`config.mk`:
```
export PLATFORM = sky130hd
export DESIGN_NAME = arrival_priority_fcfs_scheduler_core
export DESIGN_NICKNAME = d
export VERILOG_FILES = /design/src/apfs_pkg.sv /design/src/apfs_table.sv /design/src/arrival_priority_fcfs_scheduler_core.sv
export SDC_FILE = /design/constraint.sdc
export NUM_CORES = 1
export LEC_CHECK = 0
export CAP_MARGIN = 0
export CORE_MARGIN = 10
export CORE_UTILIZATION = 45
export CTS_CLUSTER_SIZE = 28
export DETAILED_ROUTE_END_ITERATION = 6
export DONT_BUFFER_PORTS = 1
export GPL_TIMING_DRIVEN = 0
export PLACE_DENSITY = 0.7
export RECOVER_POWER = 50
export REMOVE_ABC_BUFFERS = 1
export SYNTH_ARGS = -nofsm -noshare
export SYNTH_HDL_FRONTEND = slang
export SYNTH_SLANG_ARGS = --single-unit
```
`constraint.sdc`:
```
create_clock -name i_clk -period 7.8 [get_ports i_clk]
set_clock_uncertainty 0.05 [all_clocks]
set_input_delay 0.78 -clock i_clk [delete_from_list [all_inputs] [get_ports i_clk]]
set_output_delay 0.78 -clock i_clk [all_outputs]
set_load 0.01 [all_outputs]
```
`src/apfs_pkg.sv`:
```
// package for the arrival priority fcfs scheduler
// holds record layout, widths and the compare function; no dependencies
package apfs_pkg;

    localparam int unsigned MaxProcsDefault = 16;
    localparam int unsigned IdW   = 16;
    localparam int unsigned TimeW = 16;
    localparam int unsigned StatW = 20;
    localparam int unsigned ClkW  = 22;

    typedef struct packed {
        logic [IdW-1:0]   burst;
        logic [TimeW-1:0] arrival;
        logic             proc_class;
        logic [IdW-1:0]   proc_id;
    } t_rec;

    // x runs before y: earlier arrival, or same arrival and x of class 1 where y is of class 0
    function automatic logic runs_before(input t_rec x, input t_rec y);
        logic r;
        if (x.arrival != y.arrival) begin
            r = (x.arrival < y.arrival);
        end else begin
            r = x.proc_class & ~y.proc_class;
        end
        return r;
    endfunction

endpackage

```
`src/apfs_table.sv`:
```
// record table: one synchronous memory, one write and one read port
// depends on apfs_pkg for the record type
module apfs_table #(
    parameter int unsigned MAX_PROCS = apfs_pkg::MaxProcsDefault,
    localparam int unsigned AW = $clog2(MAX_PROCS)
) (
    input  logic              i_clk,
    input  logic              i_we,
    input  logic [AW-1:0]     i_waddr,
    input  apfs_pkg::t_rec    i_wdata,
    input  logic [AW-1:0]     i_raddr,
    output apfs_pkg::t_rec    o_rdata
);
    apfs_pkg::t_rec r_mem [MAX_PROCS];
    apfs_pkg::t_rec r_rdata;

    // write port
    always_ff @(posedge i_clk) begin
        if (i_we) begin
            r_mem[i_waddr] <= i_wdata;
        end
    end

    // registered read port
    always_ff @(posedge i_clk) begin
        r_rdata <= r_mem[i_raddr];
    end

    assign o_rdata = r_rdata;
endmodule

```
`src/arrival_priority_fcfs_scheduler_core.sv`:
```
// Process records load one request per cycle, while in the load state, into a table of MAX_PROCS
// entries. The request with tlast closes the set. Ordering is an insertion sort that walks the
// table memory through its single read port: for record i the key is read, then each entry
// below it is read and shifted up until the key's place is found. Emission then reads the table
// in order and waits while the output is busy. Records beyond capacity are dropped and flagged
// on every result of the set.
// depends on apfs_pkg and apfs_table
module arrival_priority_fcfs_scheduler_core #(
    parameter int unsigned MAX_PROCS = apfs_pkg::MaxProcsDefault
) (
    input  logic         i_clk,
    input  logic         i_rst_n,
    input  logic         s_axis_tvalid,
    output logic         s_axis_tready,
    // proc_id[15:0], arrival[31:16], burst[47:32]
    input  logic [47:0]  s_axis_tdata,
    // proc_class
    input  logic         s_axis_tuser,
    input  logic         s_axis_tlast,
    output logic         m_axis_tvalid,
    input  logic         m_axis_tready,
    // out_id[15:0], out_arrival[31:16], out_burst[47:32], waiting[67:48],
    // turnaround[87:68], zero fill[95:88]
    output logic [95:0]  m_axis_tdata,
    // out_class[0], overflow[1]
    output logic [1:0]   m_axis_tuser,
    output logic         m_axis_tlast
);
    localparam int unsigned AW = $clog2(MAX_PROCS);
    localparam int unsigned CW = $clog2(MAX_PROCS + 1);

    typedef enum logic [6:0] {
        S_LOAD  = 7'b0000001,
        S_KEY   = 7'b0000010,
        S_KEYW  = 7'b0000100,
        S_CMP   = 7'b0001000,
        S_CMPW  = 7'b0010000,
        S_EMIT  = 7'b0100000,
        S_EMITW = 7'b1000000
    } t_state;

    t_state r_state, n_state;
    logic [CW-1:0] r_count, n_count;
    logic          r_drop, n_drop;
    logic [CW-1:0] r_i, n_i;      // sort outer index, also emit index
    logic [CW-1:0] r_j, n_j;
    apfs_pkg::t_rec r_key, n_key;
    logic [apfs_pkg::ClkW-1:0] r_now, n_now;
    logic          r_ovalid, n_ovalid;
    logic [95:0]   r_odata, n_odata;
    logic [1:0]    r_ouser, n_ouser;
    logic          r_olast, n_olast;

    logic            we;
    logic [AW-1:0]   waddr, raddr;
    apfs_pkg::t_rec  wdata, rdata, in_rec;

    apfs_table #(.MAX_PROCS(MAX_PROCS)) u_table (
        .i_clk   (i_clk),
        .i_we    (we),
        .i_waddr (waddr),
        .i_wdata (wdata),
        .i_raddr (raddr),
        .o_rdata (rdata)
    );

    assign in_rec.proc_id    = s_axis_tdata[15:0];
    assign in_rec.arrival    = s_axis_tdata[31:16];
    assign in_rec.burst      = s_axis_tdata[47:32];
    assign in_rec.proc_class = s_axis_tuser;

    assign s_axis_tready = (r_state == S_LOAD);
    assign m_axis_tvalid = r_ovalid;
    assign m_axis_tdata  = r_odata;
    assign m_axis_tuser  = r_ouser;
    assign m_axis_tlast  = r_olast;

    // sequencer: load, insertion sort over the memory, emit
    always_comb begin
        logic [apfs_pkg::ClkW-1:0] start, done, arr_w;
        logic [CW-1:0] jm1;
        n_state = r_state; n_count = r_count; n_drop = r_drop;
        n_i = r_i; n_j = r_j; n_key = r_key; n_now = r_now;
        n_ovalid = r_ovalid; n_odata = r_odata; n_ouser = r_ouser; n_olast = r_olast;
        we = 1'b0; waddr = '0; wdata = in_rec; raddr = '0;
        arr_w = apfs_pkg::ClkW'(rdata.arrival);
        start = (r_i == '0) ? arr_w : ((r_now < arr_w) ? arr_w : r_now);
        done  = start + apfs_pkg::ClkW'(rdata.burst);
        jm1   = r_j - 1'b1;
        if (r_ovalid && m_axis_tready) begin
            n_ovalid = 1'b0;
        end
        case (r_state)
            S_LOAD: begin
                if (s_axis_tvalid) begin
                    if (r_count < CW'(MAX_PROCS)) begin
                        we = 1'b1; waddr = r_count[AW-1:0];
                        n_count = r_count + 1'b1;
                    end else begin
                        n_drop = 1'b1;
                    end
                    if (s_axis_tlast) begin
                        n_i = CW'(1);
                        n_state = S_KEY;
                    end
                end
            end
            S_KEY: begin
                if (r_i >= r_count) begin
                    n_i = '0; n_state = S_EMIT;
                end else begin
                    raddr = r_i[AW-1:0];
                    n_state = S_KEYW;
                end
            end
            S_KEYW: begin
                // key arrives, fetch the entry just below it
                n_key = rdata; n_j = r_i;
                raddr = AW'(r_i - 1'b1);
                n_state = S_CMP;
            end
            S_CMP: begin
                // rdata holds entry j-1
                if (apfs_pkg::runs_before(r_key, rdata)) begin
                    we = 1'b1; waddr = r_j[AW-1:0]; wdata = rdata;
                    n_j = jm1;
                    if (jm1 == '0) begin
                        n_state = S_CMPW;
                    end else begin
                        raddr = AW'(jm1 - 1'b1);
                        n_state = S_CMPW;
                    end
                end else begin
                    we = 1'b1; waddr = r_j[AW-1:0]; wdata = r_key;
                    n_i = r_i + 1'b1;
                    n_state = S_KEY;
                end
            end
            S_CMPW: begin
                if (r_j == '0) begin
                    we = 1'b1; waddr = '0; wdata = r_key;
                    n_i = r_i + 1'b1;
                    n_state = S_KEY;
                end else begin
                    raddr = jm1[AW-1:0];
                    n_state = S_CMP;
                end
            end
            S_EMIT: begin
                raddr = r_i[AW-1:0];
                n_state = S_EMITW;
            end
            S_EMITW: begin
                raddr = r_i[AW-1:0];
                if (!r_ovalid || m_axis_tready) begin
                    n_ovalid = 1'b1;
                    n_odata = {8'd0, apfs_pkg::StatW'(done - arr_w),
                               apfs_pkg::StatW'(start - arr_w),
                               rdata.burst, rdata.arrival, rdata.proc_id};
                    n_ouser = {r_drop, rdata.proc_class};
                    n_olast = (r_i + 1'b1 == r_count);
                    n_now = done;
                    if (r_i + 1'b1 == r_count) begin
                        n_count = '0; n_drop = 1'b0; n_now = '0;
                        n_state = S_LOAD;
                    end else begin
                        n_i = r_i + 1'b1;
                        n_state = S_EMIT;
                    end
                end
            end
            default: n_state = S_LOAD;
        endcase
    end

    // control and payload registers
    always_ff @(posedge i_clk) begin
        if (!i_rst_n) begin
            r_state <= S_LOAD; r_count <= '0; r_drop <= 1'b0;
            r_i <= '0; r_j <= '0; r_now <= '0; r_ovalid <= 1'b0;
        end else begin
            r_state <= n_state; r_count <= n_count; r_drop <= n_drop;
            r_i <= n_i; r_j <= n_j; r_now <= n_now; r_ovalid <= n_ovalid;
        end
    end

    always_ff @(posedge i_clk) begin
        r_key <= n_key; r_odata <= n_odata; r_ouser <= n_ouser; r_olast <= n_olast;
    end

    // checks
    a_cnt: assert property (@(posedge i_clk) disable iff (!i_rst_n)
        r_count <= CW'(MAX_PROCS)) else $error("count above capacity");
    a_rdy: assert property (@(posedge i_clk) disable iff (!i_rst_n)
        s_axis_tready |-> !(r_state == S_EMITW)) else $error("load during emit");
    a_hold: assert property (@(posedge i_clk) disable iff (!i_rst_n)
        r_ovalid && !m_axis_tready |=> r_ovalid && $stable(r_odata))
        else $error("result lost while stalled");
    a_clr: assert property (@(posedge i_clk) disable iff (!i_rst_n)
        r_state == S_EMITW && (!r_ovalid || m_axis_tready) && (r_i + 1'b1 == r_count)
        |=> r_state == S_LOAD && r_count == '0)
        else $error("set not closed after last result");
endmodule

```
==> run summary <==
number of antenna-violating nets in the routed design: 0
Max VDD drop: 0.0001973 V
met3 demand-to-capacity share in global routing: 0.05813
status: complete, but fails checks
cts bufs inserted: 101
Required @ worst endpoint: 8210 ps
row count: 111
Mapped Cells: 2352
number of nets in the layout: 2577
Yosys warnings: 0
CP Capture Type: flop
Final TNS setup: 0 ps
die outline width: 323.7 um
library cell appearing most often on the critical path: sky130_fd_sc_hd__nor2_1
ratio of total power to cell area: 288.6 nW/um2
unique cell type count in the Yosys netlist: 91
clock period minus worst slack: 7260 ps
clock transition at the registers of the reported paths: 60 ps
Iter 0 DRT Violations: 3221
most common cell after layout, fill and taps aside: sky130_fd_sc_hd__edfxtp_1
area of the die: 104800 um2
met1 track utilization from global routing: 0.2706
delay of the slowest cell on the worst path: 540 ps
Detailed Route WL: 106800 um
GRT met2 Usage: 0.3161
total track usage: 0.2019
portion of the clock cycle consumed by the worst path in the final layout: 0.9307
kind of critical path: reg -> reg
average wire per standard cell: 28.78 um
via count of the first global-routing pass: 22970
Min-Delay Path Class: in -> reg
I/O Pins: 155
HPWL after DPL: 69710 um
unrepaired setup endpoints after global routing: no
measured slew at the worst slew-check pin: 2847 ps
maximum count of clock buffers along a single path: 3
Top FF cell, synth: sky130_fd_sc_hd__edfxtp_1
summed instance area of the synthesized netlist: 41500 um2
Non-Filler Cell Area, Final: 46840 um2
number of remaining DRC errors: 0
Clock Tree Root: sky130_fd_sc_hd__clkbuf_16
commonest non-fill, non-tap cells in the layout: sky130_fd_sc_hd__edfxtp_1, sky130_fd_sc_hd__mux4_2, sky130_fd_sc_hd__nand2_1, sky130_fd_sc_hd__a22oi_1, sky130_fd_sc_hd__clkbuf_16
total congestion overflow: 0
Avg Synthesized Cell Area: 17.65 um2
critical path startpoint category: flop
insertion delay of the later-clocked pin in the worst-skew pair: 680 ps
Relative slew margins: -0.8982
Final Setup Violations: 0
Most Used Layer, Global Route: met2
initial standard-cell utilization of the core: 0.4535
wire length of the first global-routing pass: 155600 um
violated checks: capacitance limit, slew limit
number of cells on the worst hold path: 1
number of fillers in the final layout: 7100
final max-slew violation count: 696
total cell area at the placement stage: 44310 um2
# clock sinks: 1019
antenna violations before repair: 16
H-tree depth: 3
critical path data arrival time: 7670 ps
total of flip-flops plus latches after synthesis: 1019
EDFF count, synth: 924
Seq/Total Area, Yosys: 0.7144
cell count of the worst reg-to-reg path: 28
highest attainable clock frequency: 137.8 MHz
final hold vios: 0
share of final-layout standard cells stronger than drive strength 1: 0.1685
master of the slowest instance on the critical path: sky130_fd_sc_hd__dfxtp_1
via count: 23040
pin count of the biggest net entering global routing: 55
Maximum Capacitance Violations: 37
TritonCTS clock tree: built
Area growth, synth to finish: 12.87%
weighted congestion reported at the end of routability-driven placement: 0.8488
height of the chip: 323.7 um
Leakage: 15.14 nW
maximum net fanout on the critical path: 37
core area: 91520 um2
proportion of register bits with asynchronous set or reset after synthesis: 0
number of buffer cells added on primary ports: 0
drt via density: 6.206
First-pass DRT Iterations: 6
registers in the layout (all words and copies together), names as in the netlist:
register	count
r_state	7
u_table.r_mem	784
r_i	5
m_axis_tvalid	1
r_j	5
r_key	49
m_axis_tdata	88
r_count	5
m_axis_tlast	1
r_now	22
r_drop	1
u_table.o_rdata	49
m_axis_tuser	2
cell families after synthesis:
group | Yosys count | share of synthesized area
other | 1 | 0.00009035
muxes | 199 | 0.1068
DFF | 1019 | 0.7144
adders and majority gates | 93 | 0.02858
AOI/OAI and AO/OA | 400 | 0.07006
and+or+nand+nor | 368 | 0.04350
xor gates and xnor gates | 57 | 0.01203
buffers and inverters | 215 | 0.02457
final timing paths:
check | slack [ps] | from | to
setup reg to reg | 540 | u_table.o_rdata[22] | m_axis_tdata[87]
setup / recovery | 540 | u_table.o_rdata[22] | m_axis_tdata[87]
hold / removal | 220 | i_rst_n | r_now[8]
hold reg to reg | 390 | r_drop | m_axis_tuser[1]
Yosys cell counts, types with 4 or more instances:
master / count / area [um2]
sky130_fd_sc_hd__buf_2: 29 / 145.1
sky130_fd_sc_hd__and3_1: 10 / 62.56
sky130_fd_sc_hd__o21a_1: 12 / 90.09
sky130_fd_sc_hd__nor2b_1: 23 / 143.9
sky130_fd_sc_hd__a222oi_1: 50 / 500.5
sky130_fd_sc_hd__a32oi_1: 4 / 35.03
sky130_fd_sc_hd__edfxtp_1: 924 / 27750
sky130_fd_sc_hd__o21ai_0: 59 / 295.3
sky130_fd_sc_hd__o211ai_1: 6 / 45.04
sky130_fd_sc_hd__nand3_1: 19 / 95.09
sky130_fd_sc_hd__ha_1: 90 / 1126
sky130_fd_sc_hd__or3_1: 5 / 31.28
sky130_fd_sc_hd__a31oi_1: 8 / 50.05
sky130_fd_sc_hd__mux4_2: 195 / 4392
sky130_fd_sc_hd__nand2b_1: 12 / 75.07
sky130_fd_sc_hd__o22ai_1: 5 / 31.28
sky130_fd_sc_hd__buf_6: 16 / 180.2
sky130_fd_sc_hd__nor3b_1: 4 / 30.03
sky130_fd_sc_hd__a21oi_1: 63 / 315.3
sky130_fd_sc_hd__a211oi_1: 9 / 67.56
sky130_fd_sc_hd__o21bai_1: 9 / 67.56
sky130_fd_sc_hd__xor2_1: 12 / 105.1
sky130_fd_sc_hd__nor2_1: 96 / 360.4
sky130_fd_sc_hd__o31ai_1: 6 / 45.04
sky130_fd_sc_hd__nor4_1: 4 / 25.02
sky130_fd_sc_hd__nand3b_1: 4 / 30.03
sky130_fd_sc_hd__a22oi_1: 104 / 780.8
sky130_fd_sc_hd__clkbuf_1: 58 / 217.7
sky130_fd_sc_hd__nand4_1: 8 / 50.05
sky130_fd_sc_hd__clkbuf_4: 4 / 30.03
sky130_fd_sc_hd__dfxtp_1: 95 / 1902
sky130_fd_sc_hd__nor3_1: 22 / 110.1
sky130_fd_sc_hd__buf_4: 11 / 82.58
sky130_fd_sc_hd__nand2_1: 123 / 461.7
sky130_fd_sc_hd__a21boi_0: 8 / 60.06
sky130_fd_sc_hd__inv_1: 95 / 356.6
sky130_fd_sc_hd__a21o_1: 13 / 97.59
sky130_fd_sc_hd__and2_1: 9 / 56.30
sky130_fd_sc_hd__xnor2_1: 45 / 394.1
area by class of cell:
cell class	count	area, um2	share of cell area
Inverter	96	367.9	0.007853
Multi-Input combinational cell	1125	10930	0.2333
Clock inverter	44	419.2	0.008948
Sequential cell	1019	29650	0.6329
Timing Repair Buffer	87	1176	0.02511
Tap cell	1186	1484	0.03168
Antenna cell	10	25.02	0.0005342
Clock buffer	145	2794	0.05964
stage by stage:
stage | util | hold WS, ps | cells | total power [mW] | setup slack [ps]
2_1_floorplan | - | 358.8 | 2240 | 8.144 | -21690
3_3_place_gp | 0.4628 | 372.8 | 3426 | 8.808 | -33310
3_5_place_dp | 0.4842 | 383.9 | 3510 | 8.900 | -824.8
4_1_cts | 0.5194 | 176.9 | 3699 | 13.60 | 142.1
5_1_grt | 0.5117 | 204.0 | 3706 | 14.07 | 11.00
6_report | 0.5118 | 223.8 | 3712 | 13.52 | 540.5
per-layer routing:
layer,vias up,routed length [um],share of wire
met5,-,71,0.00066
met4,12,3061,0.029
met3,210,11630,0.11
met2,1271,50560,0.47
met1,11890,41510,0.39
li1,9655,-,-
critical path, delay by kind of cell, from the launching register on:
family,cells,cell delay [ps]
AO/OA/AOI/OAI,14,3060
AND/OR/NAND/NOR,7,1430
adder cells (fa/ha/maj),3,1100
buffers and inverters,3,640
flip-flops,1,540
XOR/XNOR,1,240
timing repair:
action | 4_1_cts | 5_1_grt
setup endpoints to repair | 7 | 3
cloned | 0 | 0
buffers inserted | 0 | 3
gates resized for setup | 3 | 3
pin swaps | 0 | 1
hold buffers | 0 | 0
power breakdown:
| group | leakage [nW] | switching (mW) | internal, mW |
|---|---|---|---|
| Sequential | 9.12 | 0.182 | 6.32 |
| Clock | 1.56 | 2.04 | 2.67 |
| Combinational | 4.46 | 1.40 | 0.908 |
Power figures use the tool's default switching activity.
